$ cat src/dcfb_pkg.sv
// Shared types and constants of the DDS command frame builder.
// Depends on nothing; every other file of the block but dcfb_if.sv imports it.
package dcfb_pkg;

    // Command opcodes.
    localparam logic [2:0] OP_FREQ  = 3'd0;
    localparam logic [2:0] OP_AMPL  = 3'd1;
    localparam logic [2:0] OP_PHASE = 3'd2;
    localparam logic [2:0] OP_QUAD  = 3'd3;
    localparam logic [2:0] OP_INIT  = 3'd4;

    // Configuration register indexes.
    localparam int unsigned CFG_INDEX_W = 1;
    localparam int unsigned CFG_DATA_W  = 24;
    localparam logic [CFG_INDEX_W-1:0] CFG_FUNCTION_REG_ONE = 1'b0;
    localparam logic [CFG_INDEX_W-1:0] CFG_QUAD_AMPLITUDE   = 1'b1;

    localparam logic [23:0] FUNCTION_REG_ONE_RST = 24'hD00000;
    localparam logic [9:0]  QUAD_AMPLITUDE_RST   = 10'd867;

    // Serial port register addresses and fixed data bytes.
    localparam logic [7:0] ADDR_CSR   = 8'h00;
    localparam logic [7:0] ADDR_FR1   = 8'h01;
    localparam logic [7:0] ADDR_CFTW0 = 8'h04;
    localparam logic [7:0] ADDR_CPOW0 = 8'h05;
    localparam logic [7:0] ADDR_ACR   = 8'h06;
    localparam logic [7:0] CSR_CH0    = 8'h10;
    localparam logic [7:0] CSR_CH2_3  = 8'hC0;
    localparam logic [7:0] CSR_CH3    = 8'h80;
    localparam logic [15:0] ACR_ENABLE = 16'h1000;
    localparam logic [15:0] POW_90_DEG = 16'h1000;

    // FTW = floor(f * 2^32 / 500e6) = floor(f * 2^24 / 5^9), about f * 8.589934592.
    // The rounded-up reciprocal scaled by 2^50 is exact for every 29-bit f.
    localparam int unsigned FTW_SHIFT = 50;
    localparam logic [53:0] FTW_RECIP =
        54'(((83'd1 << 74) + 83'd1953124) / 83'd1953125);
    localparam logic [26:0] FTW_RECIP_LO = FTW_RECIP[26:0];
    localparam logic [26:0] FTW_RECIP_HI = FTW_RECIP[53:27];

    // POW = floor(deg * 16384 / 360) = floor(deg * 2048 / 45), exact for 9-bit deg.
    localparam int unsigned POW_SHIFT = 15;
    localparam logic [20:0] POW_RECIP = 21'(((32'd1 << 26) + 32'd44) / 32'd45);

    typedef enum logic [2:0] {
        KIND_FREQ,
        KIND_AMPL,
        KIND_PHASE,
        KIND_QUAD,
        KIND_INIT
    } dcfb_kind_t;

    // One classified command as it waits in the queue.
    typedef struct packed {
        dcfb_kind_t  kind;
        logic [7:0]  csr;
        logic [31:0] word;   // FTW, or FR1 value for init
        logic [15:0] half;   // ACR value or POW
    } dcfb_job_t;

endpackage

$ cat src/dcfb_if.sv
// Handshake channel interfaces of the DDS command frame builder.
// Depends on nothing.
interface dcfb_cmd_if;
    logic        valid;
    logic        ready;
    logic [2:0]  opcode;
    logic [2:0]  channel;
    logic [28:0] frequency_hz;
    logic [9:0]  amplitude_scale;
    logic [8:0]  phase_deg;

    modport source (output valid, output opcode, output channel, output frequency_hz,
                    output amplitude_scale, output phase_deg, input ready);
    modport sink (input valid, input opcode, input channel, input frequency_hz,
                  input amplitude_scale, input phase_deg, output ready);
endinterface

interface dcfb_frame_if;
    logic       valid;
    logic       ready;
    logic [7:0] tx_byte;
    logic       frame_end;
    logic       update_pulse;
    logic       last;

    modport source (output valid, output tx_byte, output frame_end, output update_pulse,
                    output last, input ready);
    modport sink (input valid, input tx_byte, input frame_end, input update_pulse,
                  input last, output ready);
endinterface

$ cat src/dds_command_frame_builder.sv
// Top level of the DDS command frame builder: front end, job queue and byte sequencer.
// Depends on dcfb_pkg, dcfb_if, dcfb_front, dcfb_fifo and dcfb_back.
//
// Each accepted command becomes the byte frames of a four-channel DDS serial
// port: a channel-select write and then the frequency, amplitude or phase word,
// the five-frame quadrature sequence, or the function register 1 write. Bytes
// leave at one per cycle, while the output is not stalled, through a registered
// output; a command has 7 bytes for frequency, 6 for amplitude, 5 for phase, 16
// for quadrature and 4 for init, and the byte sequencer sets the sustained rate.
// Commands are accepted one per cycle, while the front end is not stalled, into
// a two-stage front end (the FTW multiply is split into two partial products and
// summed in the next stage), wait in a QUEUE_DEPTH-entry queue and pass the job
// register to the output register. Frequency, amplitude and phase commands with
// a channel above 3, and unused opcodes, produce no bytes. Configuration writes
// take effect at the next command and are expected only while the block is idle.
module dds_command_frame_builder #(
    parameter int unsigned QUEUE_DEPTH = 4
) (
    input  logic                             clk,
    input  logic                             rst_n,
    dcfb_cmd_if.sink                         cmd,
    dcfb_frame_if.source                     frame,
    input  logic                             cfg_we,
    input  logic [dcfb_pkg::CFG_INDEX_W-1:0] cfg_index,
    input  logic [dcfb_pkg::CFG_DATA_W-1:0]  cfg_data
);
    import dcfb_pkg::*;

    logic      job_push;
    dcfb_job_t job_in;
    logic      job_full;
    logic      job_pop;
    dcfb_job_t job_out;
    logic      job_avail;

    dcfb_front u_front (
        .clk       (clk),
        .rst_n     (rst_n),
        .cmd       (cmd),
        .cfg_we    (cfg_we),
        .cfg_index (cfg_index),
        .cfg_data  (cfg_data),
        .job_valid (job_push),
        .job       (job_in),
        .job_full  (job_full)
    );

    dcfb_fifo #(
        .DEPTH (QUEUE_DEPTH)
    ) u_fifo (
        .clk       (clk),
        .rst_n     (rst_n),
        .push      (job_push),
        .push_data (job_in),
        .full      (job_full),
        .pop       (job_pop),
        .pop_data  (job_out),
        .not_empty (job_avail)
    );

    dcfb_back u_back (
        .clk       (clk),
        .rst_n     (rst_n),
        .job_valid (job_avail),
        .job       (job_out),
        .job_pop   (job_pop),
        .frame     (frame)
    );

endmodule

$ cat src/dcfb_front.sv
// Front end: accepts commands, holds the configuration registers, classifies
// each command and computes its tuning words. Depends on dcfb_pkg and dcfb_if.
module dcfb_front (
    input  logic                             clk,
    input  logic                             rst_n,
    dcfb_cmd_if.sink                         cmd,
    input  logic                             cfg_we,
    input  logic [dcfb_pkg::CFG_INDEX_W-1:0] cfg_index,
    input  logic [dcfb_pkg::CFG_DATA_W-1:0]  cfg_data,
    output logic                             job_valid,
    output dcfb_pkg::dcfb_job_t              job,
    input  logic                             job_full
);
    import dcfb_pkg::*;

    logic [23:0] fr1_reg;
    logic [9:0]  quad_amp_reg;

    // Stage 1: classified command and FTW partial products.
    logic        s1_valid_reg;
    dcfb_kind_t  s1_kind_reg;
    logic [7:0]  s1_csr_reg;
    logic [15:0] s1_half_reg;
    logic [23:0] s1_fr1_reg;
    logic [55:0] s1_pp_lo_reg;
    logic [55:0] s1_pp_hi_reg;

    // Stage 2: finished job.
    logic        s2_valid_reg;
    dcfb_job_t   s2_job_reg;

    logic        advance;
    logic        cmd_ok;
    dcfb_kind_t  kind;
    logic [15:0] half;
    logic [29:0] pow_prod;
    logic [82:0] ftw_sum;
    logic [31:0] ftw;

    always_ff @(posedge clk or negedge rst_n)
    begin
        if (!rst_n)
        begin
            fr1_reg      <= FUNCTION_REG_ONE_RST;
            quad_amp_reg <= QUAD_AMPLITUDE_RST;
        end
        else if (cfg_we)
        begin
            unique case (cfg_index)
                CFG_FUNCTION_REG_ONE: fr1_reg      <= cfg_data[23:0];
                CFG_QUAD_AMPLITUDE:   quad_amp_reg <= cfg_data[9:0];
            endcase
        end
    end

    // The whole front pipeline moves together whenever the last stage can drain.
    assign advance   = !s2_valid_reg || !job_full;
    assign cmd.ready = advance;

    assign pow_prod = 30'(cmd.phase_deg) * 30'(POW_RECIP);

    always_comb
    begin
        cmd_ok = 1'b0;
        kind   = KIND_FREQ;
        half   = '0;
        unique case (cmd.opcode)
            OP_FREQ:
            begin
                cmd_ok = !cmd.channel[2];
                kind   = KIND_FREQ;
            end
            OP_AMPL:
            begin
                cmd_ok = !cmd.channel[2];
                kind   = KIND_AMPL;
                half   = ACR_ENABLE | 16'(cmd.amplitude_scale);
            end
            OP_PHASE:
            begin
                cmd_ok = !cmd.channel[2];
                kind   = KIND_PHASE;
                half   = 16'(pow_prod >> POW_SHIFT);
            end
            OP_QUAD:
            begin
                cmd_ok = 1'b1;
                kind   = KIND_QUAD;
                half   = ACR_ENABLE | 16'(quad_amp_reg);
            end
            OP_INIT:
            begin
                cmd_ok = 1'b1;
                kind   = KIND_INIT;
            end
            default:
            begin
                cmd_ok = 1'b0;
            end
        endcase
    end

    always_ff @(posedge clk or negedge rst_n)
    begin
        if (!rst_n)
        begin
            s1_valid_reg <= 1'b0;
            s2_valid_reg <= 1'b0;
        end
        else if (advance)
        begin
            s1_valid_reg <= cmd.valid && cmd_ok;
            s2_valid_reg <= s1_valid_reg;
        end
    end

    always_ff @(posedge clk)
    begin
        if (advance)
        begin
            s1_kind_reg  <= kind;
            s1_csr_reg   <= 8'(CSR_CH0 << cmd.channel[1:0]);
            s1_half_reg  <= half;
            s1_fr1_reg   <= fr1_reg;
            s1_pp_lo_reg <= 56'(cmd.frequency_hz) * 56'(FTW_RECIP_LO);
            s1_pp_hi_reg <= 56'(cmd.frequency_hz) * 56'(FTW_RECIP_HI);
            s2_job_reg.kind <= s1_kind_reg;
            s2_job_reg.csr  <= s1_csr_reg;
            s2_job_reg.half <= s1_half_reg;
            s2_job_reg.word <= (s1_kind_reg == KIND_INIT) ? {8'h00, s1_fr1_reg} : ftw;
        end
    end

    assign ftw_sum = {s1_pp_hi_reg, 27'd0} + {27'd0, s1_pp_lo_reg};
    assign ftw     = ftw_sum[FTW_SHIFT +: 32];

    assign job_valid = s2_valid_reg;
    assign job       = s2_job_reg;

endmodule

$ cat src/dcfb_fifo.sv
// Short job queue between the front end and the byte sequencer.
// Depends on dcfb_pkg for the job record type.
module dcfb_fifo #(
    parameter int unsigned DEPTH = 4
) (
    input  logic                clk,
    input  logic                rst_n,
    input  logic                push,
    input  dcfb_pkg::dcfb_job_t push_data,
    output logic                full,
    input  logic                pop,
    output dcfb_pkg::dcfb_job_t pop_data,
    output logic                not_empty
);
    import dcfb_pkg::*;

    localparam int unsigned PTR_W = (DEPTH > 1) ? $clog2(DEPTH) : 1;
    localparam int unsigned CNT_W = $clog2(DEPTH + 1);
    localparam logic [PTR_W-1:0] PTR_LAST = PTR_W'(DEPTH - 1);
    localparam logic [CNT_W-1:0] CNT_FULL = CNT_W'(DEPTH);

    dcfb_job_t        mem_reg [DEPTH];
    logic [PTR_W-1:0] wr_ptr_reg;
    logic [PTR_W-1:0] rd_ptr_reg;
    logic [CNT_W-1:0] count_reg;
    logic             do_push;
    logic             do_pop;

    assign full      = (count_reg == CNT_FULL);
    assign not_empty = (count_reg != '0);
    assign do_push   = push && !full;
    assign do_pop    = pop && not_empty;
    assign pop_data  = mem_reg[rd_ptr_reg];

    always_ff @(posedge clk or negedge rst_n)
    begin
        if (!rst_n)
        begin
            wr_ptr_reg <= '0;
            rd_ptr_reg <= '0;
            count_reg  <= '0;
        end
        else
        begin
            if (do_push)
            begin
                wr_ptr_reg <= (wr_ptr_reg == PTR_LAST) ? '0 : wr_ptr_reg + 1'b1;
            end
            if (do_pop)
            begin
                rd_ptr_reg <= (rd_ptr_reg == PTR_LAST) ? '0 : rd_ptr_reg + 1'b1;
            end
            if (do_push && !do_pop)
            begin
                count_reg <= count_reg + 1'b1;
            end
            else if (do_pop && !do_push)
            begin
                count_reg <= count_reg - 1'b1;
            end
        end
    end

    always_ff @(posedge clk)
    begin
        if (do_push)
        begin
            mem_reg[wr_ptr_reg] <= push_data;
        end
    end

endmodule

$ cat src/dcfb_back.sv
// Byte sequencer: walks one queued job a byte per cycle, while the output is
// not stalled, into the output register. Depends on dcfb_pkg and dcfb_if.
module dcfb_back (
    input  logic                clk,
    input  logic                rst_n,
    input  logic                job_valid,
    input  dcfb_pkg::dcfb_job_t job,
    output logic                job_pop,
    dcfb_frame_if.source        frame
);
    import dcfb_pkg::*;

    typedef struct packed {
        logic [7:0] value;
        logic       frame_end;
        logic       update;
    } dcfb_byte_t;

    function automatic dcfb_byte_t frame_byte(dcfb_job_t j, logic [3:0] i);
        dcfb_byte_t b;
        b = '{value: 8'h00, frame_end: 1'b0, update: 1'b0};
        unique case (j.kind)
            KIND_FREQ, KIND_AMPL, KIND_PHASE:
            begin
                case (i)
                    4'd0: b.value = ADDR_CSR;
                    4'd1: b = '{value: j.csr, frame_end: 1'b1, update: 1'b0};
                    default: b.value = 8'h00;
                endcase
                if (j.kind == KIND_FREQ)
                begin
                    case (i)
                        4'd2: b.value = ADDR_CFTW0;
                        4'd3: b.value = j.word[31:24];
                        4'd4: b.value = j.word[23:16];
                        4'd5: b.value = j.word[15:8];
                        4'd6: b = '{value: j.word[7:0], frame_end: 1'b1, update: 1'b1};
                        default: ;
                    endcase
                end
                else if (j.kind == KIND_AMPL)
                begin
                    case (i)
                        4'd2: b.value = ADDR_ACR;
                        4'd3: b.value = 8'h00;
                        4'd4: b.value = j.half[15:8];
                        4'd5: b = '{value: j.half[7:0], frame_end: 1'b1, update: 1'b1};
                        default: ;
                    endcase
                end
                else
                begin
                    case (i)
                        4'd2: b.value = ADDR_CPOW0;
                        4'd3: b.value = j.half[15:8];
                        4'd4: b = '{value: j.half[7:0], frame_end: 1'b1, update: 1'b1};
                        default: ;
                    endcase
                end
            end
            KIND_QUAD:
            begin
                unique case (i)
                    4'd0:  b.value = ADDR_CSR;
                    4'd1:  b = '{value: CSR_CH2_3, frame_end: 1'b1, update: 1'b0};
                    4'd2:  b.value = ADDR_ACR;
                    4'd3:  b.value = 8'h00;
                    4'd4:  b.value = j.half[15:8];
                    4'd5:  b = '{value: j.half[7:0], frame_end: 1'b1, update: 1'b1};
                    4'd6:  b.value = ADDR_CFTW0;
                    4'd7:  b.value = j.word[31:24];
                    4'd8:  b.value = j.word[23:16];
                    4'd9:  b.value = j.word[15:8];
                    4'd10: b = '{value: j.word[7:0], frame_end: 1'b1, update: 1'b1};
                    4'd11: b.value = ADDR_CSR;
                    4'd12: b = '{value: CSR_CH3, frame_end: 1'b1, update: 1'b0};
                    4'd13: b.value = ADDR_CPOW0;
                    4'd14: b.value = POW_90_DEG[15:8];
                    4'd15: b = '{value: POW_90_DEG[7:0], frame_end: 1'b1, update: 1'b1};
                endcase
            end
            KIND_INIT:
            begin
                case (i)
                    4'd0: b.value = ADDR_FR1;
                    4'd1: b.value = j.word[23:16];
                    4'd2: b.value = j.word[15:8];
                    4'd3: b = '{value: j.word[7:0], frame_end: 1'b1, update: 1'b1};
                    default: b.value = 8'h00;
                endcase
            end
            default: b.value = 8'h00;
        endcase
        return b;
    endfunction

    function automatic logic [3:0] last_index(dcfb_kind_t k);
        logic [3:0] n;
        unique case (k)
            KIND_FREQ:  n = 4'd6;
            KIND_AMPL:  n = 4'd5;
            KIND_PHASE: n = 4'd4;
            KIND_QUAD:  n = 4'd15;
            KIND_INIT:  n = 4'd3;
            default:    n = 4'd0;
        endcase
        return n;
    endfunction

    logic       cur_valid_reg;
    dcfb_job_t  cur_job_reg;
    logic [3:0] idx_reg;
    logic       out_valid_reg;
    dcfb_byte_t out_byte_reg;
    logic       out_last_reg;

    dcfb_byte_t info;
    logic       step;
    logic       is_last;
    logic       load;

    assign info    = frame_byte(cur_job_reg, idx_reg);
    assign is_last = (idx_reg == last_index(cur_job_reg.kind));
    assign step    = cur_valid_reg && (!out_valid_reg || frame.ready);
    assign load    = job_valid && (!cur_valid_reg || (step && is_last));
    assign job_pop = load;

    always_ff @(posedge clk or negedge rst_n)
    begin
        if (!rst_n)
        begin
            cur_valid_reg <= 1'b0;
            idx_reg       <= '0;
            out_valid_reg <= 1'b0;
        end
        else
        begin
            if (load)
            begin
                cur_valid_reg <= 1'b1;
                idx_reg       <= '0;
            end
            else if (step && is_last)
            begin
                cur_valid_reg <= 1'b0;
            end
            else if (step)
            begin
                idx_reg <= idx_reg + 1'b1;
            end

            if (step)
            begin
                out_valid_reg <= 1'b1;
            end
            else if (frame.ready)
            begin
                out_valid_reg <= 1'b0;
            end
        end
    end

    always_ff @(posedge clk)
    begin
        if (load)
        begin
            cur_job_reg <= job;
        end
        if (step)
        begin
            out_byte_reg <= info;
            out_last_reg <= is_last;
        end
    end

    assign frame.valid        = out_valid_reg;
    assign frame.tx_byte      = out_byte_reg.value;
    assign frame.frame_end    = out_byte_reg.frame_end;
    assign frame.update_pulse = out_byte_reg.update;
    assign frame.last         = out_last_reg;

endmodule
$ cat src/flat_wrapper.sv
// flat-port wrapper written by rule: the top's interface ports become plain ports
module dds_command_frame_builder_flat import dcfb_pkg::*;
#(
    parameter int unsigned QUEUE_DEPTH = 4
)
  (clk, rst_n, cfg_we, cfg_index, cfg_data, cmd_valid, cmd_opcode, cmd_channel, cmd_frequency_hz, cmd_amplitude_scale, cmd_phase_deg, cmd_ready, frame_valid, frame_tx_byte, frame_frame_end, frame_update_pulse, frame_last, frame_ready);
  dcfb_cmd_if cmd_i ();
  dcfb_frame_if frame_i ();
  input  logic clk;
  input  logic rst_n;
  input  logic cfg_we;
  input  logic [dcfb_pkg::CFG_INDEX_W-1:0] cfg_index;
  input  logic [dcfb_pkg::CFG_DATA_W-1:0] cfg_data;
  input wire logic [$bits(cmd_i.valid)-1:0] cmd_valid;
  input wire logic [$bits(cmd_i.opcode)-1:0] cmd_opcode;
  input wire logic [$bits(cmd_i.channel)-1:0] cmd_channel;
  input wire logic [$bits(cmd_i.frequency_hz)-1:0] cmd_frequency_hz;
  input wire logic [$bits(cmd_i.amplitude_scale)-1:0] cmd_amplitude_scale;
  input wire logic [$bits(cmd_i.phase_deg)-1:0] cmd_phase_deg;
  output wire logic [$bits(cmd_i.ready)-1:0] cmd_ready;
  output wire logic [$bits(frame_i.valid)-1:0] frame_valid;
  output wire logic [$bits(frame_i.tx_byte)-1:0] frame_tx_byte;
  output wire logic [$bits(frame_i.frame_end)-1:0] frame_frame_end;
  output wire logic [$bits(frame_i.update_pulse)-1:0] frame_update_pulse;
  output wire logic [$bits(frame_i.last)-1:0] frame_last;
  input wire logic [$bits(frame_i.ready)-1:0] frame_ready;
  assign cmd_i.valid = cmd_valid;
  assign cmd_i.opcode = cmd_opcode;
  assign cmd_i.channel = cmd_channel;
  assign cmd_i.frequency_hz = cmd_frequency_hz;
  assign cmd_i.amplitude_scale = cmd_amplitude_scale;
  assign cmd_i.phase_deg = cmd_phase_deg;
  assign cmd_ready = cmd_i.ready;
  assign frame_valid = frame_i.valid;
  assign frame_tx_byte = frame_i.tx_byte;
  assign frame_frame_end = frame_i.frame_end;
  assign frame_update_pulse = frame_i.update_pulse;
  assign frame_last = frame_i.last;
  assign frame_i.ready = frame_ready;
  dds_command_frame_builder #(.QUEUE_DEPTH(QUEUE_DEPTH)) u_core (.clk(clk), .rst_n(rst_n), .cmd(cmd_i), .frame(frame_i), .cfg_we(cfg_we), .cfg_index(cfg_index), .cfg_data(cfg_data));
endmodule
$ cat config.mk
export PLATFORM = sky130hd
export DESIGN_NAME = dds_command_frame_builder_flat
export DESIGN_NICKNAME = d
export VERILOG_FILES = /design/src/dcfb_pkg.sv /design/src/dcfb_if.sv /design/src/dds_command_frame_builder.sv /design/src/dcfb_front.sv /design/src/dcfb_fifo.sv /design/src/dcfb_back.sv /design/src/flat_wrapper.sv
export SDC_FILE = /design/constraint.sdc
export NUM_CORES = 2
export LEC_CHECK = 0
export BUFFER_PORTS_ARGS = -buffer_cell sky130_fd_sc_hd__buf_2
export CELL_PAD_IN_SITES_DETAIL_PLACEMENT = 0
export CELL_PAD_IN_SITES_GLOBAL_PLACEMENT = 1
export CORE_AREA = 2 2 270 298
export DETAILED_ROUTE_END_ITERATION = 10
export DIE_AREA = 0 0 272 300
export PLACE_DENSITY_LB_ADDON = 0.1
export SYNTH_ARGS = -nofsm -noshare
export SYNTH_HDL_FRONTEND = slang
export SYNTH_SLANG_ARGS = --single-unit
$ cat constraint.sdc
create_clock -name clk -period 16.6 [get_ports clk]
set_input_delay 0 -clock clk [delete_from_list [all_inputs] [get_ports clk]]
set_output_delay 0 -clock clk [all_outputs]
set_load 0.02 [all_outputs]
Yosys cells after proc, flatten, opt, wreduce, memory -nomap -nowiden. Memories as Yosys holds them, arrays and structs flattened. A register that Yosys moved wholly into a read port is not among the register bits. Index checks and enable logic that the tools add are counted.

Output and inout port bits: 13. RAM bits: 236. Memories: 1. Register bits after elaboration: 275. Latch bits: 0. Memory bits (read-only): 0. Bits of input ports: 84.

Memory list: u_core.u_fifo.mem_reg (words 4, width 59, rd ports 1, clocked after memory_dff 1, wr ports 1, line dcfb_fifo.sv:22) `dcfb_job_t mem_reg [DEPTH];`.

Equality and inequality tests: 29. Shifts and indexed selects: 1. Add/sub/neg operators: 6. Reduce and logical (&&, ||, !) cells: 35. Bitwise operators: 1. Multiplexer cells: 34. $mul: 3. Div/mod/pow operators: 0. Magnitude comparators: 0.

Operator list (count): $pmux 8 s13 (1); $add 82x52->82 (1); $pmux 8 s4 (2); $mul 29x26->54 const B (1); $mul 29x22->51 const B (1); $pmux 8 s3 (2); $pmux 15 s3 (1); $pmux 8 s5 (1); $eq 4x4->1 const B (8); $mul 9x21->30 const B (1); $mux 24 (1); $mux 10 (2); $pmux 4 s5 (1); $eq 4x3->1 const B (4); $mux 2 (7); $eq 3x2->1 const B (4); $eq 3x3->1 const B (4); $mux 4 (3); $pmux 3 s4 (1); $reduce_or 3->1 (3); $eq 4x2->1 const B (2); $logic_and 1x1->1 (8); $mux 8 (1); $reduce_bool 2->1 (4); 24 further kinds (45).

Logic depth before layout (Yosys ltp).
Word-level depth: 10. Depth in mapped cells: 24.

By module. A second synthesis with hierarchy kept.

Cells, all modules: 3699. Area, all modules: 46046.7 um^2.

By module, submodules not included: dcfb_front (instances 1, cells an instance 3012, area each 33046.7 um^2); dcfb_fifo (instances 1, cells an instance 346, area each 9039.9 um^2); dcfb_back (instances 1, cells an instance 341, area each 3960.0 um^2).

Least setup slack after synthesis. Ideal clock, no wire load.

Kind: register to register. From: reg u_core.u_fifo.count_reg[0]. To: reg u_core.u_front.s2_job_reg, in the netlist u_core.u_front.job[0] (enable). Arrival: 4672 ps. Path buffers: 0. Period minus slack after synthesis: 6636 ps. Required time: 14636 ps. Stages on the path, launching flop included: 3. Slack: 9964 ps. Cells stage by stage: dfrtp_1 > nor2_1 > nand3_1.

Cells in the longest elaborated chain, start to end: 3.

RTL lines: from (decl) (line dcfb_fifo.sv:25) `logic [CNT_W-1:0] count_reg;`; from (signal assigned) (line dcfb_fifo.sv:55) `count_reg <= count_reg + 1'b1;`; from (signal assigned) (line dcfb_fifo.sv:59) `count_reg <= count_reg - 1'b1;`; $eq 3x3->1 (line dcfb_fifo.sv:29) `assign full = (count_reg == CNT_FULL);`; $logic_not 1->1 (line dcfb_front.sv:57) `assign advance = !s2_valid_reg || !job_full;`; $logic_or 1x1->1 (line dcfb_front.sv:57); via cmd_ready (line flat_wrapper.sv:20) `output wire logic [$bits(cmd_i.ready)-1:0] cmd_ready;`; to (decl) (line dcfb_front.sv:30) `dcfb_job_t s2_job_reg;`.

The timed path passes the listed nets, and every way through them passes these cells. A chain may end at the register's enable or synchronous reset.

Worst setup path in the final report.
From: in cmd_frequency_hz[1]. To: reg u_core.u_front.s1_pp_lo_reg[51] (data pin).

Cells in the longest elaborated chain, start to end: 1.

RTL lines: from (decl) (line flat_wrapper.sv:17) `input wire logic [$bits(cmd_i.frequency_hz)-1:0] cmd_frequency_hz;`; $mul 29x22->51 (line dcfb_front.sv:125) `s1_pp_lo_reg <= 56'(cmd.frequency_hz) * 56'(FTW_RECIP_LO);`; to (signal assigned) (line dcfb_front.sv:125); to (decl) (line dcfb_front.sv:25) `logic [55:0] s1_pp_lo_reg;`.

Every way passes these cells.

==> qor.csv <==
stage,metric,value,unit
clock_network,"Reg clk slew, reported paths",60,ps
critical_path,"Worst Path Class, Setup",in2reg,
detailed_routing,highest routed metal layer,met4,
die,# IOs,97,
critical_path,Slowest cell on crit path,sky130_fd_sc_hd__fa_1,
clock_network,library cell used as clock root buffer,sky130_fd_sc_hd__clkbuf_16,
die,Initial Utilization,57.6,%
critical_path,setup slack on the worst flop-to-flop path,12820,ps
timing,pins over their slew limit,0,
logic_synthesis,count of yosys warnings during synthesis,0,
logic_synthesis,count of flip-flops with a built-in enable after synthesis,459,
detailed_routing,Avg Vias per Cell,5.65,
critical_path,number of cells on the worst reg-to-reg path,9,
critical_path,CP cell instances,"dlygate4sd3_1, buf_2, ha_1, xor2_1, a22oi_1, fa_1, inv_1, fa_1, fa_1, fa_1, inv_1, fa_1, inv_1, ha_1, nand2_1, nor4_1, o21ai_0, a211oi_1, nor2_1, o211ai_1, a31oi_1, o31ai_1, xnor2_1",
detailed_routing,detail-routed net length per standard cell,23.2,µm
detailed_routing,Via Count,28000,
detailed_routing,DR WL met2,59100,µm
detailed_routing,final routed wirelength across all metal layers,115000,µm
timing,maximum clock rate,0.147,GHz
cells_and_area,"commonest cells after routing, fill and taps aside","814 x sky130_fd_sc_hd__inv_1, 638 x sky130_fd_sc_hd__ha_1, 520 x sky130_fd_sc_hd__fa_1, 459 x sky130_fd_sc_hd__edfxtp_1, 131 x sky130_fd_sc_hd__nand2_1",
global_route,via count of the first global-routing pass,30600,
die,placeable core area,0.0785,mm²
placement,PortBufs,96,
critical_path,Worst R2R End,u_core.u_front.job[26],
logic_synthesis,fraction of the yosys area taken by sequential cells,33.2,%
logic_synthesis,number of library cell types mapped by synthesis,80,
cells_and_area,post-layout util,62.2,%
critical_path,kind of start point of the critical path,primary input,
critical_path,RR Startpoint,u_core.u_front.s1_pp_lo_reg[42],
die,standard-cell row count,108,
critical_path,Worst Setup End Kind,flip-flop,
die,overall die height,300,µm
cells_and_area,max reg flops,216,
logic_synthesis,top_reg_cell synth,sky130_fd_sc_hd__edfxtp_1,
timing,fin crit share,40.9,%
global_route,largest net degree at the start of global routing,143,
logic_synthesis,synthesized area,0.0452,mm²
hold_path,hold endpoint,u_core.u_front.s1_half_reg[1],
die,chip width,272,µm
run,number of max-capacitance violations reported,0,
detailed_routing,detailed-router iteration count before antenna repair,8,
logic_synthesis,flop and latch count out of synthesis,508,
timing,transition at the pin with the smallest max-transition slack,1260,ps
clock_network,count of H-tree levels built during CTS,2,
timing,"Hold Vio Cnt, Final",0,
clock_network,TritonCTS sink count,508,
critical_path,Max Fanout on Critical Path,16,
timing,final critical-path required period,6780,ps
placement,final estimated routing congestion in global placement,0.978,
global_route,first-pass GRT wire length,181000,µm
timing,Layout Skew,17.3,ps
cells_and_area,"most common cell after layout, fill and taps aside",sky130_fd_sc_hd__inv_1,
hold_path,Hold Crit Class,in2reg,
global_route,Total Routing Usage GR,29.3,%
critical_path,cell type with the highest occurrence count on the critical path,sky130_fd_sc_hd__fa_1,
clock_network,insertion delay to the later sink of the worst-skew pair,550,ps
critical_path,arrival time reported for the critical path endpoint,7070,ps
hold_path,start point of the worst min-delay path,cmd_amplitude_scale[1],
detailed_routing,# DRC,0,
die,die area,0.0816,mm²
clock_network,Post-CTS Repair Setup Buffers,0,
placement,detailed placer's ending HPWL,94700,µm
timing,worst slew margin relative to its limit,15.9,%
status,run status,completed,
hold_path,Worst Hold Depth,3,
critical_path,critical path startpoint,cmd_frequency_hz[1],
global_route,initial antenna violation count,2,
clock_network,number of CTS-inserted buffers,44,
critical_path,Critical Path RT,16880,ps
clock_network,CTS tree,built,
timing,number of failing setup endpoints in the final timing report,0,
detailed_routing,residual antenna-violating net count after detailed routing,0,
cells_and_area,NumNets Final,5108,
timing,unrepaired setup endpoints after global routing,no,
detailed_routing,M1 wire length,47900,µm
clock_network,worst-case clock buffer depth,3,
timing,TNS Setup,0,ps
cells_and_area,synth-to-layout area growth,7.92,%
logic_synthesis,Mean Syn Cell Area,12.1,µm²
critical_path,biggest cell delay along the critical path,560,ps
logic_synthesis,Synth Net Count,4977,
timing,worst hold slack,24.2,ps
detailed_routing,routed length on met3,3420,µm
detailed_routing,starting DRC count in detailed routing,1694,
cells_and_area,share of cells above drive strength 1,7.72,%
logic_synthesis,post-synthesis cell count,3735,
logic_synthesis,proportion of synthesized flip-flops having asynchronous set or reset,9.65,%
global_route,global route overflow,0,
metrics by stage:
step	cells	setup slack [ps]	instance area, µm²
after floorplan	3735	9960	45200
after global placement	4823	9580	46900
after detailed placement	4823	9480	46900
after CTS	4946	9920	48800
after global routing	4947	9530	48800
final	4949	9820	48800
cells in the mapped netlist, types with 26 or more instances:
cell type / instances / share of area [%]
sky130_fd_sc_hd__nor2b_1: 26 / 0.36
sky130_fd_sc_hd__inv_1: 815 / 6.8
sky130_fd_sc_hd__edfxtp_1: 459 / 30
sky130_fd_sc_hd__a21oi_1: 115 / 1.3
sky130_fd_sc_hd__nand3_1: 60 / 0.66
sky130_fd_sc_hd__nand2_1: 131 / 1.1
sky130_fd_sc_hd__nor2_1: 84 / 0.70
sky130_fd_sc_hd__mux4_2: 54 / 2.7
sky130_fd_sc_hd__clkbuf_1: 53 / 0.44
sky130_fd_sc_hd__a21o_1: 68 / 1.1
sky130_fd_sc_hd__fa_1: 520 / 23
sky130_fd_sc_hd__mux2_2: 40 / 1.0
sky130_fd_sc_hd__xor2_1: 48 / 0.93
sky130_fd_sc_hd__ha_1: 638 / 18
sky130_fd_sc_hd__a22oi_1: 30 / 0.50
sky130_fd_sc_hd__nand4_1: 27 / 0.37
sky130_fd_sc_hd__xnor2_1: 68 / 1.3
sky130_fd_sc_hd__o21ai_0: 95 / 1.1
sky130_fd_sc_hd__dfrtp_1: 40 / 2.2
sky130_fd_sc_hd__nor3_1: 31 / 0.34
cells by family (layout without fill, tap and decap cells):
family | Yosys count | count (layout) | share of synthesized area (%)
AO/OA/AOI/OAI | 510 | 510 | 7.60
XOR/XNOR | 116 | 116 | 2.25
AND/OR/NAND/NOR | 459 | 459 | 5.03
adder cells (fa/ha/maj) | 1158 | 1158 | 40.7
multiplexers | 107 | 107 | 3.97
buffers and inverters | 877 | 1043 | 7.28
flip-flops | 508 | 508 | 33.2
other | 0 | 3 | 0
cell type report:
class,count,area [µm²]
Inverter,815,3060
Clock inverter,27,289
Timing Repair Buffer,147,981
Clock buffer,54,1200
Fill cell,6167,29700
Multi-Input combinational cell,2350,26900
Sequential cell,508,15000
Tap cell,1045,1310
Antenna cell,3,7.51
critical path: cells and delay by family:
kind / cells / cell delay (ps)
adders and majority gates: 7 / 3150
xor gates and xnor gates: 2 / 330
buffers and inverters: 5 / 1140
AOI/OAI and AO/OA: 6 / 1810
and+or+nand+nor: 3 / 610
timing repair:
item | CTS | global route
hold buffers | 42 | 0
hold endpoints to repair | 92 | 0
setup endpoints to repair | 0 | 0
gates resized for setup | 0 | 0
per-layer routing:
layer	up-vias	GRT usage, %
met2	645	52.4
li1	13000	-
met1	14100	37.8
met4	0	10.6
met5	-	0
met3	186	1.82
worst max-delay path by stage:
stage	cells past startpoint	to	slack, ps
final	23	u_core.u_front.s1_pp_lo_reg[51]	9820
after CTS	23	u_core.u_front.s1_pp_hi_reg[54]	9920
after global placement	24	u_core.u_front.s1_pp_hi_reg[54]	9580
after floorplan	2	u_core.u_front.job[0]	9960
after global routing	23	u_core.u_front.s1_pp_hi_reg[54]	9530
after detailed placement	22	u_core.u_front.s1_pp_lo_reg[51]	9480
Power is not shown: default switching activity piles up to over one toggle a cycle in this logic, so the estimate is an artifact.
